<file path="src/hw/rtl/dse_pkg.sv">
// Package for the deck shuffle engine: deck size, field widths and the
// command and status structs between the controller and the datapath.
// No dependencies.
`timescale 1ns / 1ps

package dse_pkg;

	localparam int DECK_SIZE = 52;
	localparam int DRAW_W    = 31;
	localparam int CARD_W    = 7;
	localparam int SLOT_W    = 6;
	localparam int IDX_W     = $clog2(DECK_SIZE);
	localparam int DIV_W     = $clog2(DECK_SIZE + 1);
	localparam int CNT_W     = $clog2(DRAW_W);

	typedef struct packed {
		logic load;
		logic div_step;
		logic rd_swap;
		logic wr_i;
		logic wr_j;
		logic emit_rd;
	} dse_cmd_t;

	typedef struct packed {
		logic div_last;
		logic pos_last;
		logic emit_last;
	} dse_stat_t;

endpackage

</file>
<file path="src/hw/rtl/dse_ctrl.sv">
// Controller state machine of the deck shuffle engine.
// Depends on dse_pkg for the command and status structs.
`timescale 1ns / 1ps

module dse_ctrl
	import dse_pkg::*;
(
	input  logic      clk,
	input  logic      arst_n,
	input  logic      start,
	output logic      busy,
	input  dse_stat_t stat,
	output dse_cmd_t  cmd
);

	localparam logic [2:0] S_IDLE  = 3'd0;
	localparam logic [2:0] S_DIV   = 3'd1;
	localparam logic [2:0] S_READ  = 3'd2;
	localparam logic [2:0] S_WR_I  = 3'd3;
	localparam logic [2:0] S_WR_J  = 3'd4;
	localparam logic [2:0] S_EMIT  = 3'd5;
	localparam logic [2:0] S_DRAIN = 3'd6;

	logic [2:0] state_q;
	logic [2:0] state_d;

	assign busy = (state_q != S_IDLE);

	always_comb begin
		state_d = state_q;
		cmd     = '0;
		unique case (state_q)
			S_IDLE: begin
				if (start) begin
					cmd.load = 1'b1;
					state_d  = S_DIV;
				end
			end
			S_DIV: begin
				cmd.div_step = 1'b1;
				if (stat.div_last) begin
					state_d = S_READ;
				end
			end
			S_READ: begin
				cmd.rd_swap = 1'b1;
				state_d     = S_WR_I;
			end
			S_WR_I: begin
				cmd.wr_i = 1'b1;
				state_d  = S_WR_J;
			end
			S_WR_J: begin
				cmd.wr_j = 1'b1;
				state_d  = stat.pos_last ? S_EMIT : S_IDLE;
			end
			S_EMIT: begin
				cmd.emit_rd = 1'b1;
				if (stat.emit_last) begin
					state_d = S_DRAIN;
				end
			end
			S_DRAIN: begin
				state_d = S_IDLE;
			end
			default: begin
				state_d = S_IDLE;
			end
		endcase
	end

	always_ff @(posedge clk or negedge arst_n) begin
		if (!arst_n) begin
			state_q <= S_IDLE;
		end else begin
			state_q <= state_d;
		end
	end

endmodule

</file>
<file path="src/hw/rtl/dse_datapath.sv">
// Datapath of the deck shuffle engine: bit-serial remainder unit, position
// and slot counters, deck memory with reset valid bits, result register.
// Depends on dse_pkg for widths and the command and status structs.
`timescale 1ns / 1ps

module dse_datapath
	import dse_pkg::*;
(
	input  logic              clk,
	input  logic              arst_n,
	input  dse_cmd_t          cmd,
	output dse_stat_t         stat,
	input  logic [DRAW_W-1:0] random_draw,
	output logic              strobe,
	output logic [CARD_W-1:0] card_value,
	output logic [SLOT_W-1:0] card_slot,
	output logic              last_card
);

	logic [DRAW_W-1:0] draw_q;
	logic [DIV_W-1:0]  rem_q;
	logic [DIV_W-1:0]  divisor_q;
	logic [CNT_W-1:0]  cnt_q;
	logic [IDX_W-1:0]  pos_q;
	logic [IDX_W-1:0]  j_q;
	logic [IDX_W-1:0]  k_q;
	logic [CARD_W-1:0] rda_q;
	logic [CARD_W-1:0] rdb_q;
	logic              emit_s1;
	logic [IDX_W-1:0]  slot_s1;
	logic [DECK_SIZE-1:0] vld_q;
	logic [CARD_W-1:0] mem [DECK_SIZE];

	logic [DIV_W:0]    trial;
	logic [DIV_W:0]    trial_sub;
	logic [IDX_W:0]    j_sum;
	logic [IDX_W-1:0]  j_idx;
	logic [IDX_W-1:0]  rda_addr;
	logic              wr_en;
	logic [IDX_W-1:0]  wr_addr;
	logic [CARD_W-1:0] wr_data;

	assign trial     = {rem_q, draw_q[DRAW_W-1]};
	assign trial_sub = trial - {1'b0, divisor_q};

	assign j_sum = {1'b0, pos_q} + (IDX_W+1)'(rem_q);
	assign j_idx = (j_sum >= (IDX_W+1)'(DECK_SIZE)) ? IDX_W'(DECK_SIZE - 1)
		: j_sum[IDX_W-1:0];

	assign rda_addr = cmd.emit_rd ? k_q : pos_q;
	assign wr_en    = cmd.wr_i | cmd.wr_j;
	assign wr_addr  = cmd.wr_i ? pos_q : j_q;
	assign wr_data  = cmd.wr_i ? rdb_q : rda_q;

	assign stat.div_last  = (cnt_q == '0);
	assign stat.pos_last  = (pos_q == IDX_W'(DECK_SIZE - 1));
	assign stat.emit_last = (k_q == IDX_W'(DECK_SIZE - 1));

	always_ff @(posedge clk) begin
		if (cmd.load) begin
			draw_q    <= random_draw;
			rem_q     <= '0;
			divisor_q <= DIV_W'(DECK_SIZE) - DIV_W'(pos_q);
		end else if (cmd.div_step) begin
			draw_q <= {draw_q[DRAW_W-2:0], 1'b0};
			if (trial >= {1'b0, divisor_q}) begin
				rem_q <= trial_sub[DIV_W-1:0];
			end else begin
				rem_q <= trial[DIV_W-1:0];
			end
		end
		if (cmd.rd_swap) begin
			j_q <= j_idx;
		end
	end

	always_ff @(posedge clk or negedge arst_n) begin
		if (!arst_n) begin
			cnt_q   <= '0;
			pos_q   <= '0;
			k_q     <= '0;
			emit_s1 <= 1'b0;
		end else begin
			emit_s1 <= cmd.emit_rd;
			if (cmd.load) begin
				cnt_q <= CNT_W'(DRAW_W - 1);
			end else if (cmd.div_step && (cnt_q != '0)) begin
				cnt_q <= cnt_q - 1'b1;
			end
			if (cmd.wr_j) begin
				pos_q <= stat.pos_last ? '0 : pos_q + 1'b1;
			end
			if (cmd.emit_rd) begin
				k_q <= stat.emit_last ? '0 : k_q + 1'b1;
			end
		end
	end

	always_ff @(posedge clk or negedge arst_n) begin
		if (!arst_n) begin
			vld_q <= '0;
		end else if (wr_en) begin
			vld_q[wr_addr] <= 1'b1;
		end
	end

	always_ff @(posedge clk) begin
		if (wr_en) begin
			mem[wr_addr] <= wr_data;
		end
	end

	always_ff @(posedge clk) begin
		if (cmd.rd_swap || cmd.emit_rd) begin
			rda_q <= vld_q[rda_addr] ? mem[rda_addr] : CARD_W'(rda_addr) + 1'b1;
		end
		if (cmd.rd_swap) begin
			rdb_q <= vld_q[j_idx] ? mem[j_idx] : CARD_W'(j_idx) + 1'b1;
		end
		if (cmd.emit_rd) begin
			slot_s1 <= k_q;
		end
	end

	assign strobe     = emit_s1;
	assign card_value = rda_q;
	assign card_slot  = SLOT_W'(slot_s1);
	assign last_card  = emit_s1 && (slot_s1 == IDX_W'(DECK_SIZE - 1));

endmodule

</file>
<file path="src/hw/rtl/deck_shuffle_engine.sv">
// Top level of the deck shuffle engine: Fisher-Yates shuffle of the deck.
// Depends on dse_pkg, dse_ctrl and dse_datapath.
//
//   channel   signals                                   direction
//   request   start, busy, random_draw                  in (busy out)
//   result    strobe, card_value, card_slot, last_card  out
//
// After the accepting edge busy stays high through the controller states DIV, the
// bit-serial remainder of the draw, READ, which reads both deck entries, and WR_I
// and WR_J, which write them back through the one write port. The next request
// is accepted once busy is low again. A request that completes a pass then reads
// the deck out in states EMIT and DRAIN, one card per cycle on strobe.
// Reset puts the deck in order 1 to N through per-entry valid bits, at once.
// The receiver cannot stall; results are not held back.
`timescale 1ns / 1ps

module deck_shuffle_engine
	import dse_pkg::*;
(
	input  logic              clk,
	input  logic              arst_n,
	input  logic              start,
	output logic              busy,
	input  logic [DRAW_W-1:0] random_draw,
	output logic              strobe,
	output logic [CARD_W-1:0] card_value,
	output logic [SLOT_W-1:0] card_slot,
	output logic              last_card
);

	dse_cmd_t  cmd;
	dse_stat_t stat;

	dse_ctrl u_ctrl (
		.clk    (clk),
		.arst_n (arst_n),
		.start  (start),
		.busy   (busy),
		.stat   (stat),
		.cmd    (cmd)
	);

	dse_datapath u_datapath (
		.clk         (clk),
		.arst_n      (arst_n),
		.cmd         (cmd),
		.stat        (stat),
		.random_draw (random_draw),
		.strobe      (strobe),
		.card_value  (card_value),
		.card_slot   (card_slot),
		.last_card   (last_card)
	);

`ifndef ASSERT_OFF
	a_strobe_busy: assert property (@(posedge clk) disable iff (!arst_n)
		strobe |-> busy)
		else $error("result strobe outside a busy period");

	a_last_strobe: assert property (@(posedge clk) disable iff (!arst_n)
		last_card |-> strobe)
		else $error("last card flag without a result");

	a_burst: assert property (@(posedge clk) disable iff (!arst_n)
		(strobe && !last_card) |=> strobe)
		else $error("card burst broken before the last card");

	a_start_busy: assert property (@(posedge clk) disable iff (!arst_n)
		(start && !busy) |=> busy)
		else $error("accepted request did not raise busy");
`endif

endmodule
</file>
<file path="config.mk">
export PLATFORM = sky130hd
export DESIGN_NAME = deck_shuffle_engine
export DESIGN_NICKNAME = d
export VERILOG_FILES = /design/src/hw/rtl/dse_pkg.sv /design/src/hw/rtl/dse_ctrl.sv /design/src/hw/rtl/dse_datapath.sv /design/src/hw/rtl/deck_shuffle_engine.sv
export SDC_FILE = /design/constraint.sdc
export NUM_CORES = 1
export LEC_CHECK = 0
export ABC_AREA = 1
export BUFFER_PORTS_ARGS = -buffer_cell sky130_fd_sc_hd__buf_2
export CAP_MARGIN = 20
export CORE_MARGIN = 10
export CORE_UTILIZATION = 45
export CTS_BUF_LIST = sky130_fd_sc_hd__clkbuf_8
export DETAILED_ROUTE_END_ITERATION = 10
export MAX_ROUTING_LAYER = met4
export PLACE_DENSITY = 0.65
export SKIP_CTS_REPAIR_TIMING = 1
export SYNTH_ARGS = -nofsm -noshare
export SYNTH_HDL_FRONTEND = slang
export SYNTH_SLANG_ARGS = --single-unit
export TNS_END_PERCENT = 1
</file>
<file path="constraint.sdc">
create_clock -name clk -period 3.8 [get_ports clk]
set_input_delay 0.19 -clock clk [delete_from_list [all_inputs] [get_ports clk]]
set_output_delay 0.19 -clock clk [all_outputs]
set_load 0.05 [all_outputs]
</file>
==> run metrics <==
initial DRC count 2919; clk_skew 0.0372 ns; Seq cells post-synth 506; TritonRoute pass-1 iters 6; crit path to u_datapath.rdb_q[4]$_DFFE_PP_; max-cap viol count 0; TritonCTS Buffers 86; worst-margin pin slew just over 1 ns; reg2reg start u_datapath.pos_q[0]$_DFFE_PN0P_; Yosys top cell area share 50.1%; crit-path most repeated cell nand2_1; area grow syn2layout 14.7%; crit start category flop; register area share after synthesis 57.7%; kind of end point of the critical path flop; Vias/cell 5.81; reg-to-reg endpoint u_datapath.rdb_q[4]$_DFFE_PP_; final WL slightly below 90000 um; Synth Warn # 0; WS Path Type flop to flop; setup violators final 0; vias post-DR 22400; post-synth cell types 49; IO Count 50; Reg area approximately 15000 um2; critical path fanouts, max 28; antenna violations before repair 4; hpwl dp 55900 um; CTS tree built; GR Overflow Total 0; layout net count 3085; status complete, no violations; routed len/inst between 20 and 25 um; port bufs 49; drt drc 0; vias in the first global route 21300; # rows just under 90; crit path cell chain ha_4 -> inv_1 -> fa_1 -> inv_1 -> nand3_1 -> nand2_1 -> nand2_1 -> nand2_1 -> nand2_1 -> nand2_2 -> inv_2 -> nand3_2 -> inv_2 -> buf_12 -> nand2_1 -> nand3_1 -> nand2_1 -> nand2_1 -> nor2_1 -> nand2_1 -> nand3_1 -> nand2_1 -> nand2_1 -> nand2_1; die width 258 um; Syn Std Cell Area roughly 26000 um2; EDFF count, synth 427; clock buffer depth 3; Required @ worst endpoint 4.27 ns; crit path DAT 4.00 ns; Starting Density 45.4%; top_reg_cell synth edfxtp_1; Largest stage delay, worst path ~0.47 ns; ys async rst share approximately 14%; most common cell in the netlist nand2_1; first-pass GRT wire length 130000 um; GP Congestion 1.03; setup_tns 0 ns; R2R depth 24; top cells by area, synth edfxtp_1 50%, nand2_1 10%, nor2_1 7.3%; largest area contributor in the netlist edfxtp_1; pin count of the biggest net entering global routing 108; Die H 258 um; Sink Count 506; Final min period 3.53 ns; core area 56400 um2; area occupied by multi-input gates 9410 um2; Syn Inst Count between 2000 and 3000; net count after synthesis 2950; CP startpoint u_datapath.pos_q[0]$_DFFE_PN0P_; Post-DRT Antenna Nets 0; Fin. Hold Viols 0; CP max stage cell dfrtp_1; fillcell total around 5200; share of cells above drive strength 1 around an eighth; clock latency on the worst-skew pair 0.71 ns; Max Slew Vio Count 0; fmax 283 MHz; Worst-path clk slew 0.06 ns; gr usage total a little over a quarter; RSZ-0062 raised after global routing no; Syn Area/Cell between 8 and 9 um2; CTS root buf clkbuf_8; H-tree depth 3; Slew headroom 32.8%; Die Footprint ~67000 um2; fin crit share 93.0%; R2R Setup Slk 0.27 ns; Worst Hold Class primary input to async pin; commonest cells in the netlist 690 x nand2_1, 496 x nor2_1, 427 x edfxtp_1
==> worst max-delay path: cells and delay by family, from the launching register on <==
family / cells / cell delay, ns
and+or+nand+nor: 17 / 1.50
DFF: 1 / 0.47
buffers and inverters: 5 / 0.70
adders and majority gates: 2 / 0.60
==> area by class of cell <==
cell class,instances,area share [%]
Clock inverter,62,1.23
Inverter,176,2.26
Sequential cell,506,50.3
Clock buffer,94,4.41
Timing Repair Buffer,219,6.44
Antenna cell,4,0.0341
Tap cell,756,3.22
Multi-Input combinational cell,2042,32.1
==> worst min path at each step <==
stage,endpoint,slack [ns],cells after the start,from
2_1_floorplan,u_ctrl.state_q[0]$_DFFE_PN0P_,-0.11,0,arst_n
3_3_place_gp,u_datapath.vld_q[13]$_DFFE_PN0N_,0.41,1,arst_n
3_5_place_dp,u_datapath.vld_q[7]$_DFFE_PN0N_,0.41,1,arst_n
4_1_cts,u_datapath.vld_q[48]$_DFFE_PN0N_,-0.34,1,arst_n
5_1_grt,u_datapath.k_q[4]$_DFFE_PN0P_,0.27,2,arst_n
6_report,u_datapath.vld_q[37]$_DFFE_PN0N_,0.19,2,arst_n
==> logic make-up (layout without fill, tap and decap cells) <==
| group | count (synthesis) | count (layout) | synth area share [%] |
|---|---|---|---|
| flops | 506 | 506 | 57.7 |
| compound gates | 537 | 537 | 11.3 |
| buf+inv | 348 | 551 | 5.75 |
| xor+xnor | 18 | 18 | 0.646 |
| fa+ha+maj | 20 | 20 | 1.04 |
| other cells | 0 | 4 | 0 |
| simple gates | 1467 | 1467 | 23.5 |
==> cell usage in the layout, fill, tap and decap left out, types with 15 or more instances in the layout <==
master / count
xor2_1: 15
o21ai_0: 313
inv_1: 184
nand3_1: 184
o22ai_1: 76
buf_12: 19
edfxtp_1: 427
clkbuf_8: 94
buf_2: 48
buf_4: 116
a21oi_1: 109
dfrtp_1: 73
clkinv_1: 20
dlygate4sd3_1: 33
ha_1: 17
nor2_1: 493
nand2_1: 682
nand4_1: 42
o211ai_1: 17
==> metal layers <==
layer | vias up | track usage [%] | part of all wire, %
li1 | 10100 | - | -
met1 | 10800 | 32.8 | 39
met2 | 1297 | 39.7 | 46
met3 | 239 | 5.54 | 10
met4 | 0 | 12.8 | 4.9
met5 | - | - | 0
==> registers in the layout (all words and copies together), names as in the netlist <==
register               cells
u_datapath.pos_q           6
u_datapath.divisor_q       6
u_ctrl.state_q             3
u_datapath.draw_q         31
u_datapath.mem           364
u_datapath.k_q             6
u_datapath.rdb_q           7
u_datapath.cnt_q           5
u_datapath.j_q             6
u_datapath.card_value      7
u_datapath.card_slot       6
u_datapath.rem_q           6
u_datapath.vld_q          52
u_datapath.strobe          1
==> per-stage QoR <==
stage | util [%] | hold slack [ns] | instance area, um2 | instances | setup WS, ns
final | 52.0 | 0.190 | 29300 | 3859 | 0.266
after global routing | 52.0 | 0.267 | 29300 | 3859 | 0.0104
after CTS | 51.3 | -0.344 | 28900 | 3819 | 0.135
after detailed placement | 48.4 | 0.414 | 27300 | 3663 | 0.176
after global placement | 48.4 | 0.409 | 27300 | 3663 | 0.239
after floorplan | - | -0.106 | 25600 | 2896 | 0.908
Power is left out: the tool's default activity adds up to more than one toggle a clock period on the data nets, which glitch-free logic cannot reach.
